==> src/hw/rtl/text_console_cell_writer_assert.svh <==
// Assertion macros for the text console cell writer.
`ifndef TEXT_CONSOLE_CELL_WRITER_ASSERT_SVH
`define TEXT_CONSOLE_CELL_WRITER_ASSERT_SVH

// The consequent must hold in the same cycle as the antecedent.
`define TCCW_ASSERT_SAME(lbl, ante, cons) \
  lbl: assert property (@(posedge clk_i) disable iff (!rst_ni) (ante) |-> (cons)) \
    else $error("text console cell writer: check failed");

// The consequent must hold in the cycle after the antecedent.
`define TCCW_ASSERT_NEXT(lbl, ante, cons) \
  lbl: assert property (@(posedge clk_i) disable iff (!rst_ni) (ante) |=> (cons)) \
    else $error("text console cell writer: check failed");

`endif

==> src/hw/rtl/tccw_pkg.sv <==
// Shared constants and types of the text console cell writer.
`default_nettype none

package tccw_pkg;

  localparam int unsigned DefColumns = 80;
  localparam int unsigned DefRows    = 25;
  localparam int unsigned TabStep    = 8;
  localparam int unsigned InW        = 32;
  localparam int unsigned OutW       = 40;

  localparam logic [1:0] ACT_PUT   = 2'd0;
  localparam logic [1:0] ACT_CLEAR = 2'd1;
  localparam logic [1:0] ACT_SET   = 2'd2;
  localparam logic [1:0] ACT_READ  = 2'd3;

  localparam logic [7:0] CH_BACKSPACE = 8'd8;
  localparam logic [7:0] CH_TAB       = 8'd9;
  localparam logic [7:0] CH_NEWLINE   = 8'd10;
  localparam logic [7:0] CH_RETURN    = 8'd13;
  localparam logic [7:0] CH_SPACE     = 8'h20;

  localparam logic [7:0] FillReset = 8'd7;

  typedef struct packed {
    logic we;
    logic scroll;
  } tccw_put_ctl_t;

endpackage

`default_nettype wire

==> src/hw/rtl/tccw_cursor.sv <==
// Cursor movement and cell write for a put action.
`default_nettype none

module tccw_cursor #(
  parameter int unsigned COLUMNS = tccw_pkg::DefColumns,
  parameter int unsigned ROWS    = tccw_pkg::DefRows
) (
  input  logic [$clog2(COLUMNS)-1:0] cur_col_i,
  input  logic [$clog2(ROWS)-1:0]    cur_row_i,
  input  logic [7:0]                 char_code_i,
  input  logic [7:0]                 attribute_i,
  input  logic [7:0]                 fill_i,
  output logic [$clog2(COLUMNS)-1:0] col_o,
  output logic [$clog2(ROWS)-1:0]    row_o,
  output logic [$clog2(COLUMNS)-1:0] wcol_o,
  output logic [$clog2(ROWS)-1:0]    wrow_o,
  output logic [15:0]                wdata_o,
  output tccw_pkg::tccw_put_ctl_t    ctl_o
);
  import tccw_pkg::*;

  localparam int unsigned ColW = $clog2(COLUMNS);
  localparam int unsigned RowW = $clog2(ROWS);
  localparam logic [ColW-1:0] LastCol = ColW'(COLUMNS - 1);
  localparam logic [RowW-1:0] LastRow = RowW'(ROWS - 1);

  logic [ColW:0]   tab_sum;
  logic [RowW-1:0] nl_row;
  logic            nl_scroll;

  assign tab_sum   = ({1'b0, cur_col_i} + (ColW+1)'(TabStep)) & ~((ColW+1)'(TabStep - 1));
  assign nl_scroll = (cur_row_i == LastRow);
  assign nl_row    = nl_scroll ? LastRow : cur_row_i + RowW'(1);

  always_comb begin
    col_o   = cur_col_i;
    row_o   = cur_row_i;
    wdata_o = {attribute_i, char_code_i};
    ctl_o   = '0;
    unique case (char_code_i)
      CH_NEWLINE: begin
        col_o        = '0;
        row_o        = nl_row;
        ctl_o.scroll = nl_scroll;
      end
      CH_RETURN: begin
        col_o = '0;
      end
      CH_TAB: begin
        if (tab_sum >= (ColW+1)'(COLUMNS)) begin
          col_o        = '0;
          row_o        = nl_row;
          ctl_o.scroll = nl_scroll;
        end else begin
          col_o = tab_sum[ColW-1:0];
        end
      end
      CH_BACKSPACE: begin
        if (cur_col_i != '0) begin
          col_o = cur_col_i - ColW'(1);
        end else if (cur_row_i != '0) begin
          row_o = cur_row_i - RowW'(1);
          col_o = LastCol;
        end
        ctl_o.we = 1'b1;
        wdata_o  = {fill_i, CH_SPACE};
      end
      default: begin
        ctl_o.we = 1'b1;
        if (cur_col_i == LastCol) begin
          col_o        = '0;
          row_o        = nl_row;
          ctl_o.scroll = nl_scroll;
        end else begin
          col_o = cur_col_i + ColW'(1);
        end
      end
    endcase
  end

  // Backspace blanks the cell it lands on; any other character that is stored goes where the cursor was.
  assign wcol_o = (char_code_i == CH_BACKSPACE) ? col_o : cur_col_i;
  assign wrow_o = (char_code_i == CH_BACKSPACE) ? row_o : cur_row_i;

endmodule

`default_nettype wire

==> config.mk <==
export PLATFORM = sky130hd
export DESIGN_NAME = tccw_cursor
export DESIGN_NICKNAME = d
export VERILOG_FILES = /design/src/hw/rtl/text_console_cell_writer_assert.svh /design/src/hw/rtl/tccw_pkg.sv /design/src/hw/rtl/tccw_cursor.sv
export SDC_FILE = /design/constraint.sdc
export NUM_CORES = 1
export LEC_CHECK = 0
export BUFFER_PORTS_ARGS = -buffer_cell sky130_fd_sc_hd__buf_2
export CAP_MARGIN = 20
export CORE_ASPECT_RATIO = 0.75
export CORE_MARGIN = 2
export CORE_UTILIZATION = 51
export DETAILED_ROUTE_END_ITERATION = 10
export GPL_TIMING_DRIVEN = 0
export PLACE_DENSITY = 0.91
export SYNTH_ARGS = -nofsm -noshare
export SYNTH_HDL_FRONTEND = slang
export SYNTH_SLANG_ARGS = --single-unit
==> constraint.sdc <==
create_clock -name vclk -period 3.7
set_input_delay 0.555 -clock vclk [all_inputs]
set_output_delay 0.555 -clock vclk [all_outputs]
set_load 0.05 [all_outputs]
* Word-level counts from Yosys, hierarchy flattened
Cells that the tools add are included.
Storage, ports and cells: flip-flop bits (word level) 0, output and inout bits 42, input bits 36, logic and storage cells 35
Cells by class: equal/unequal tests 6, add/subtract/negate cells 5, reduce and logical (&&, ||, !) cells 5, $lt $le $gt $ge 1, mux-type cells 18
Operator list (count):
- $mux W7 | 5
- $eq A8 B4 Y1 const B | 4
- $mux W5 | 6
- $pmux W7 S3 | 1
- $pmux W5 S4 | 1
- $mux W16 | 1
- $add A7 B4 Y8 const B | 1
- $ge A8 B7 Y1 const B | 1
- $add A7 B1 Y7 const B | 1
- $eq A7 B7 Y1 const B | 1
- $reduce_bool A7 Y1 | 1
- $sub A7 B1 Y7 const B | 1
- $add A5 B1 Y5 const B | 1
- $eq A5 B5 Y1 const B | 1
- $reduce_bool A5 Y1 | 1
- $sub A5 B1 Y5 const B | 1
- $reduce_or A2 Y1 | 2
- $mux W1 | 3
- $pmux W1 S3 | 1
- $reduce_or A3 Y1 | 1

* Depth between registers and ports, before layout
Gate-level depths: netlist (run 1).
depth after elaboration 5, mapped depth 9, depth with buffers taken out 8

* Least setup slack after synthesis (run 1)
OpenSTA, ideal clock, no wires.
path type input-to-output, from input cur_col_i[4], to output wcol_o[4], path slack -0.080 ns, arrival time 3.225 ns, buffers on the path 1, stages 9, cell sequence clkbuf_1 -> inv_1 -> ha_1 -> nor2_1 -> o21ai_0 -> and2_1 -> nor4_2 -> a211oi_1 -> o21ai_0
On the way: cells in the longest elaborated chain, start to end 5, elaborated cells between the ends (all ways) 12, classes of those cells 3 x add/sub; 1 x order compare; 1 x eq/ne; 6 x mux; 1 x reduce/logical
RTL lines:
- start, declared | RTL line tccw_cursor.sv:8 | input logic [$clog2(COLUMNS)-1:0] cur_col_i,
- $add A7 B4 Y8 | RTL line tccw_cursor.sv:31 | assign tab_sum = ({1'b0, cur_col_i} + (ColW+1)'(TabStep)) & ~((ColW+1)'(TabStep - 1));
- $ge A8 B7 Y1 | RTL line tccw_cursor.sv:50 | if (tab_sum >= (ColW+1)'(COLUMNS)) begin
- $mux W7 | RTL line tccw_cursor.sv:50
- $pmux W7 S3 | RTL line tccw_cursor.sv:40 | unique case (char_code_i)
- $mux W7 (*) | RTL line tccw_cursor.sv:82 | assign wcol_o = (char_code_i == CH_BACKSPACE) ? col_o : cur_col_i;
- end, declared | RTL line tccw_cursor.sv:15 | output logic [$clog2(COLUMNS)-1:0] wcol_o,
Every way passes the cells marked *; elsewhere a longest branch is shown, timed or not.

* Worst setup path in the final report (run 1)
from input cur_col_i[4], to output col_o[6]
On the way: cells in the longest elaborated chain, start to end 4, elaborated cells between the ends (all ways) 10, classes of those cells 3 x add/sub; 1 x order compare; 1 x eq/ne; 4 x mux; 1 x reduce/logical
RTL lines:
- $add A7 B4 Y8 | RTL line tccw_cursor.sv:31
- $ge A8 B7 Y1 | RTL line tccw_cursor.sv:50
- $mux W7 | RTL line tccw_cursor.sv:50
- $pmux W7 S3 (*) | RTL line tccw_cursor.sv:40
- end, declared | RTL line tccw_cursor.sv:13 | output logic [$clog2(COLUMNS)-1:0] col_o,
Marks and branches as above.

==> results of run 1 <==
## power groups by stage
stage          Combinational, mW  Clock, mW  Sequential, mW
2_1_floorplan              0.171          0               0
3_3_place_gp               0.231          0               0
3_5_place_dp               0.234          0               0
4_1_cts                    0.235          0               0
5_1_grt                    0.253          0               0
6_report                   0.235          0               0
## synthesized netlist by cell type, types with 2 or more instances
library cell / number
or3b_4: 2
o21ai_1: 3
inv_1: 9
nand3_1: 9
and2_1: 3
buf_2: 4
clkbuf_1: 12
ha_1: 9
and3_1: 4
nor2b_1: 3
o211ai_1: 3
o31ai_1: 3
nand3b_1: 2
o21ai_0: 14
a31oi_1: 5
nand2_1: 50
xnor2_1: 2
nor3_1: 8
o2bb2ai_1: 2
nor2_1: 14
a22oi_1: 2
a21oi_1: 15
nor4b_1: 3
nor4_2: 3
and4_1: 2
buf_1: 2
a21o_1: 3
or3_1: 2
or2_2: 4
## worst paths after layout
kind	slack, ns	to	from
worst max-delay path	0.35	col_o[6]	cur_col_i[4]
worst min-delay path	1.48	wdata_o[8]	attribute_i[0]
## through the flow
step | total power [mW] | area [um2]
2_1_floorplan | 0.1711 | 1360
3_3_place_gp | 0.2311 | 1780
3_5_place_dp | 0.2339 | 1780
4_1_cts | 0.2347 | 1780
5_1_grt | 0.2526 | 1777
6_report | 0.2351 | 1777
## routing by layer
| layer | up-vias | global-route usage [%] | wire, um |
|---|---|---|---|
| met5 | - | 0 | 0 |
| met4 | 0 | 1.812 | 17 |
| met3 | 4 | 1.628 | 436 |
| met2 | 118 | 45.26 | 1855 |
| met1 | 833 | 38.90 | 1908 |
| li1 | 962 | - | - |
## cells by family (layout without fill, tap and decap cells)
logic type      after synthesis  in the layout  synth area share, %
fa+ha+maj                     9              9                8.280
simple gates                118            118                47.65
xor+xnor                      3              3                1.932
compound gates               66             66                32.38
buf+inv                      29            103                9.015
mux                           1              1               0.7360
## placed cells by master, fill, tap and decap left out, types with 4 or more instances in the layout
cell,n
o21ai_1,4
nand2_1,50
or2_2,4
inv_1,9
a21oi_1,15
nor2_1,14
ha_1,9
buf_2,79
a31oi_1,5
and3_1,4
o21ai_0,13
nand3_1,9
clkbuf_1,11
nor3_1,8
## final cells by class
type	instances	area, um2
plain buffers	19	85.08
repair buffers	75	375.4
multi-input cells	197	1237
fillers	257	785.8
well taps	36	45.04
inverters	9	33.78
==> results.cfg, run 1 <==
[global_route]
gr-total-overflow = 0
grt_max_degree = 11
antenna_found_initial = 0
grt_pass1_vias = 1611
grt_use_total_pct = 26.76
grt_pass1_wl_um = 7134

[floorplan]
rows = 16
dieWidth_um = 63.63
fp.coreArea_um2 = 2562
die_area_um2 = 3100
fp.dieH_um = 48.72
num_io_pins = 78
start_util_pct = 53.08

[timing]
tightest_slew_ns = 0.6091
finalWorstSetupSlack_ns = 0.3517
hold_ws_ns = 1.484
fin_crit_sh_pct = 90.49
final.min_clock_period_ns = 3.348
maxSlewHeadroom_pct = 59.22
max_freq_mhz = 298.7
rsz0062_at_grt = false
maxSlewViolCount = 0
fin_tns_setup_ns = 0
setup_viol_count_final = 0
finalHoldViolCount = 0

[placement]
gp_congestion = 0.9312
io_buffers = 75
hpwl_um = 3393
dp_cells = 337
post-place-ws_ns = 0.09431

[logic_synthesis]
syn_inst = 226
yosysTopAreaCell = nand2_1
synth_top_area_share_pct = 13.80
ys_top_cells_by_area = nand2_1, ha_1, a21oi_1
ys_types = 58
synth_seq_area_share_pct = 0
yosys_warnings = 0
synth_area_um2 = 1360
syn_nets = 271
avgSynthCellArea_um2 = 6.018

[worst_setup_path]
end_kind = output pin
worstPathRequired_ns = 3.14
critical_path_depth = 10
crit_path_max_incr_delay_ns = 0.45
path_delay_family = simple AND/OR/NAND/NOR gates
start_kind = input port
crit_path_top_delay_cell = nor4_2
path_cells = buf_2, inv_1, ha_1, nor2_1, o21ai_0, and2_1, nor4_2, o2bb2ai_1, a211o_1, buf_2
worstPathArrival_ns = 2.79
path_common_cell = buf_2
path_class = input port to output pin
cp_max_fo = 12
worst-path-buf-inv = 3

[cells_and_area]
nNetsFinal = 347
final-seq-area_um2 = 0
fin_util_pct = 69.34
syn_to_final_growth_pct = 30.63
clockBufferCount = 0
drive_gt1_share_pct = 31.67
flops_and_latches = 0
layout.cells.non_filler = 336
diodes = 0

[detailed_routing]
dr.pass1.iters = 5
routed_via_density = 5.705
wl_per_cell_um = 12.55
drt_iter0_drc = 200
vias = 1917
ant_nets = 0
route.final.wire_length_um = 4217
drc_errors = 0

[power_and_ir_drop]
internal_power_mw = 0.06591
swShare_pct = 71.97
seq_power_share_pct = 0
switchingPower_mw = 0.1692
pwr-share-comb_pct = 100.0
irDropWorstVdd_v = 0.00008036
pwr-share-clk_pct = 0
p_per_area_nw_per_um2 = 132.3
power_leakage_nw = 0.8720

[clocking]
ctsResizeCount = 0
post_cts_buffers = 0
cts.hold.buffers_added = 0

[run]
drv_cap = 0

[min_path]
hp-class = input port to output pin
min_path_cells = 4

[outcome]
outcome = finished clean
Note: power is estimated with default switching activity, not from simulation.
==> run 2, diff against run 1 <==
Settings changed: GPL_TIMING_DRIVEN 0 to unset.
==> results.cfg, run 2 (synthesized netlist as in run 1, its figures left out) <==
[outcome]
outcome = finished clean

[cells_and_area]
multiInputGateArea_um2 = 1237
clockBufferCount = 0
syn_to_final_growth_pct = 27.14
fillCellCount = 252
final_cell_mix = buf_2, nand2_1, a21oi_1
flops_and_latches = 0
fin_area_um2 = 1729
layout_commonest_cell = buf_2
diodes = 0
nNetsFinal = 334
final-seq-area_um2 = 0
drive_gt1_share_pct = 33.10

[worst_setup_path]
end_kind = output pin
start_kind = input port
path_cells = buf_2, inv_1, ha_1, nor2_1, o21ai_0, and2_1, nor4_2, o2bb2ai_1, a211o_1, buf_2
path_class = input port to output pin
worstPathArrival_ns = 2.79
worst-path-buf-inv = 3
path_delay_family = simple AND/OR/NAND/NOR gates
crit_path_max_incr_delay_ns = 0.42
crit_path_top_delay_cell = nor4_2
cp-endpoint = col_o[6]
path_common_cell = buf_2
critical_path_depth = 10
cp_max_fo = 12
crit_start = cur_col_i[4]
worstPathRequired_ns = 3.14

[timing]
max_freq_mhz = 299.3
rsz0062_at_grt = false
fin_crit_sh_pct = 90.30
fin_tns_setup_ns = 0
maxSlewViolCount = 0
final.min_clock_period_ns = 3.341
setup_viol_count_final = 0
finalHoldViolCount = 0
tightest_slew_ns = 0.5858
maxSlewHeadroom_pct = 60.78

[floorplan]
dieWidth_um = 63.63
fp.coreArea_um2 = 2562
fp.dieH_um = 48.72
start_util_pct = 53.08
rows = 16
die_area_um2 = 3100
num_io_pins = 78

[placement]
placed_area_um2 = 1729
gp_congestion = 0.9514
io_buffers = 78
hpwl_um = 3397

[power_and_ir_drop]
irDropWorstVdd_v = 0.00007148
fin_total_pwr_mw = 0.2320
power_leakage_nw = 0.8570
p_per_area_nw_per_um2 = 134.2

[detailed_routing]
routed_via_density = 5.687
vias = 1837
drc_errors = 0
route.final.wire_length_um = 4127
ant_nets = 0
dr.pass1.iters = 4
wl_per_cell_um = 12.78
drt_iter0_drc = 212

[global_route]
grt_max_degree = 15
grt_use_total_pct = 27.59
grt_pass1_vias = 1712
antenna_found_initial = 0
gr-total-overflow = 0
grt_pass1_wl_um = 7376

[clocking]
ctsResizeCount = 0
cts.hold.buffers_added = 0
post_cts_buffers = 0

[min_path]
min_path_cells = 2
hp-class = input port to output pin

[run]
drv_cap = 0
## run 2: cell count changes in the layout (fill, tap and decap cells not counted), sizes merged
cell,previous run,this run
buf,82,81
clkbuf,12,0
## run 2: layer usage
metal | up-vias | GRT usage, % | part of all wire (%)
li1 | 940 | - | -
met1 | 806 | 39.75 | 46
met2 | 85 | 44.56 | 44
met3 | 6 | 3.256 | 8.5
met4 | 0 | 4.710 | 1.1
met5 | - | 0 | 0
## run 2: metrics by stage
stage	instances	setup slack, ns	util (%)	hold WS, ns
2_1_floorplan	226	0.1938	-	1.356
3_3_place_gp	323	0.4146	67.48	1.429
3_5_place_dp	323	0.3840	67.48	1.430
4_1_cts	323	0.3797	67.48	1.430
5_1_grt	323	0.1357	67.48	1.444
6_report	323	0.3589	67.48	1.429
## run 2: worst min-delay path by stage
stage,from,endpoint,slack (ns)
final,char_code_i[7],wdata_o[7],1.43
after global routing,char_code_i[4],wdata_o[4],1.44
after CTS,char_code_i[7],wdata_o[7],1.43
after detailed placement,char_code_i[7],wdata_o[7],1.43
after global placement,char_code_i[7],wdata_o[7],1.43
after floorplan,char_code_i[5],wdata_o[5],1.36
## run 2: final cells by class
cell class                      count  share of cell area (%)
Multi-Input combinational cell    197                   71.56
Timing Repair Buffer               81                   23.88
Tap cell                           36                   2.605
Inverter                            9                   1.954
## run 2: where the power goes
| part | internal (mW) | switching, mW |
|---|---|---|
| combinational | 0.0639 | 0.168 |
| sequential | 0 | 0 |
| clock | 0 | 0 |
| total | 0.0639 | 0.168 |
==> run 3, diff against run 2 <==
==> constraint.sdc (replaced) <==
create_clock -name vclk -period 3.7
set_input_delay 0 -clock vclk [all_inputs]
set_output_delay 0 -clock vclk [all_outputs]
set_load 0.05 [all_outputs]
==> results.cfg, run 3 (synthesized netlist as in run 1, its figures left out) <==
[detailed_routing]
wl_per_cell_um = 13.36
ant_nets = 0
routed_via_density = 5.969
drc_errors = 0
vias = 1910
dr.pass1.iters = 5
route.final.wire_length_um = 4274
drt_iter0_drc = 246

[power_and_ir_drop]
power_leakage_nw = 0.8420
pwr-share-comb_pct = 100.0
irDropWorstVdd_v = 0.00009682
internal_power_mw = 0.06366
seq_power_share_pct = 0
fin_total_pwr_mw = 0.2327
pwr-share-clk_pct = 0
p_per_area_nw_per_um2 = 136.4
switchingPower_mw = 0.1691
swShare_pct = 72.65

[floorplan]
num_io_pins = 78
dieWidth_um = 63.63
die_area_um2 = 3100
fp.coreArea_um2 = 2562
rows = 16
start_util_pct = 53.08
fp.dieH_um = 48.72

[clocking]
cts.hold.buffers_added = 0
post_cts_buffers = 0
ctsResizeCount = 0

[placement]
io_buffers = 78
dp_cells = 320
gp_congestion = 0.9270
hpwl_um = 3291

[cells_and_area]
final_cell_mix = buf_2, nand2_1, a21oi_1
fillCellCount = 252
diodes = 0
clockBufferCount = 0
drive_gt1_share_pct = 32.39
syn_to_final_growth_pct = 25.48
layout.cells.non_filler = 320
layout_commonest_cell = buf_2
nNetsFinal = 331
flops_and_latches = 0
final-seq-area_um2 = 0

[timing]
fin_crit_sh_pct = 63.74
maxSlewViolCount = 0
final.min_clock_period_ns = 2.359
rsz0062_at_grt = false
maxSlewHeadroom_pct = 46.01
setup_viol_count_final = 0
tightest_slew_ns = 0.8078
finalHoldViolCount = 0
fin_tns_setup_ns = 0
max_freq_mhz = 424.0

[global_route]
gr-total-overflow = 0
grt_pass1_vias = 1579
grt_use_total_pct = 26.57
grt_pass1_wl_um = 7017
grt_max_degree = 24
antenna_found_initial = 0

[worst_setup_path]
crit_path_top_delay_cell = nor4_4
path_common_cell = buf_2
path_cells = buf_2, inv_1, ha_1, or3b_4, nor4_4, nand3_1, a21o_1, a21oi_1, nand2_1, buf_2
start_kind = input port
end_kind = output pin
worstPathRequired_ns = 3.70
path_class = input port to output pin
cp_max_fo = 15
worstPathArrival_ns = 2.36
crit_path_max_incr_delay_ns = 0.57

[outcome]
outcome = finished clean

[run]
drv_cap = 0

[min_path]
hp-class = input port to output pin
## run 3: cell type report
| cell class | instances | area, um2 | area share [%] |
|---|---|---|---|
| multi-input combinational | 197 | 1237 | 72.51 |
| timing repair buffer | 78 | 390.4 | 22.87 |
| tap | 36 | 45.04 | 2.639 |
| inverter | 9 | 33.78 | 1.979 |
## run 3: final timing paths
kind | startpoint | endpoint | slack, ns | cells after the start
worst min-delay path | char_code_i[4] | wdata_o[4] | 0.32 | 2
worst max-delay path | cur_col_i[0] | row_o[4] | 1.34 | 10
## run 3: power groups by stage
stage / clock network (mW) / registers, mW / logic (mW)
floorplan: 0 / 0 / 0.171
global placement: 0 / 0 / 0.228
detailed placement: 0 / 0 / 0.230
CTS: 0 / 0 / 0.231
global route: 0 / 0 / 0.248
finish: 0 / 0 / 0.233
## run 3: routing by layer
| layer | vias up | GRT usage [%] | wire length [um] |
|---|---|---|---|
| met2 | 107 | 45.79 | 1939 |
| met5 | - | 0 | 0 |
| met1 | 870 | 38.76 | 1959 |
| li1 | 933 | - | - |
| met3 | 0 | 0.2326 | 376 |
| met4 | 0 | 1.812 | 0 |
## run 3: worst max-delay path, delay by kind of cell
family | cells | cell delay, ns
fa+ha+maj | 1 | 0.20
simple gates | 4 | 1.29
compound gates | 2 | 0.45
buf+inv | 3 | 0.41
## run 3: through the flow
step,util (%),setup slack [ns],hold slack (ns),area (um2)
3_3_place_gp,66.60,1.448,0.3177,1707
5_1_grt,66.60,1.136,0.3225,1707
6_report,66.60,1.341,0.3190,1707
2_1_floorplan,-,1.030,0.2461,1360
4_1_cts,66.60,1.381,0.3192,1707
3_5_place_dp,66.60,1.385,0.3179,1707
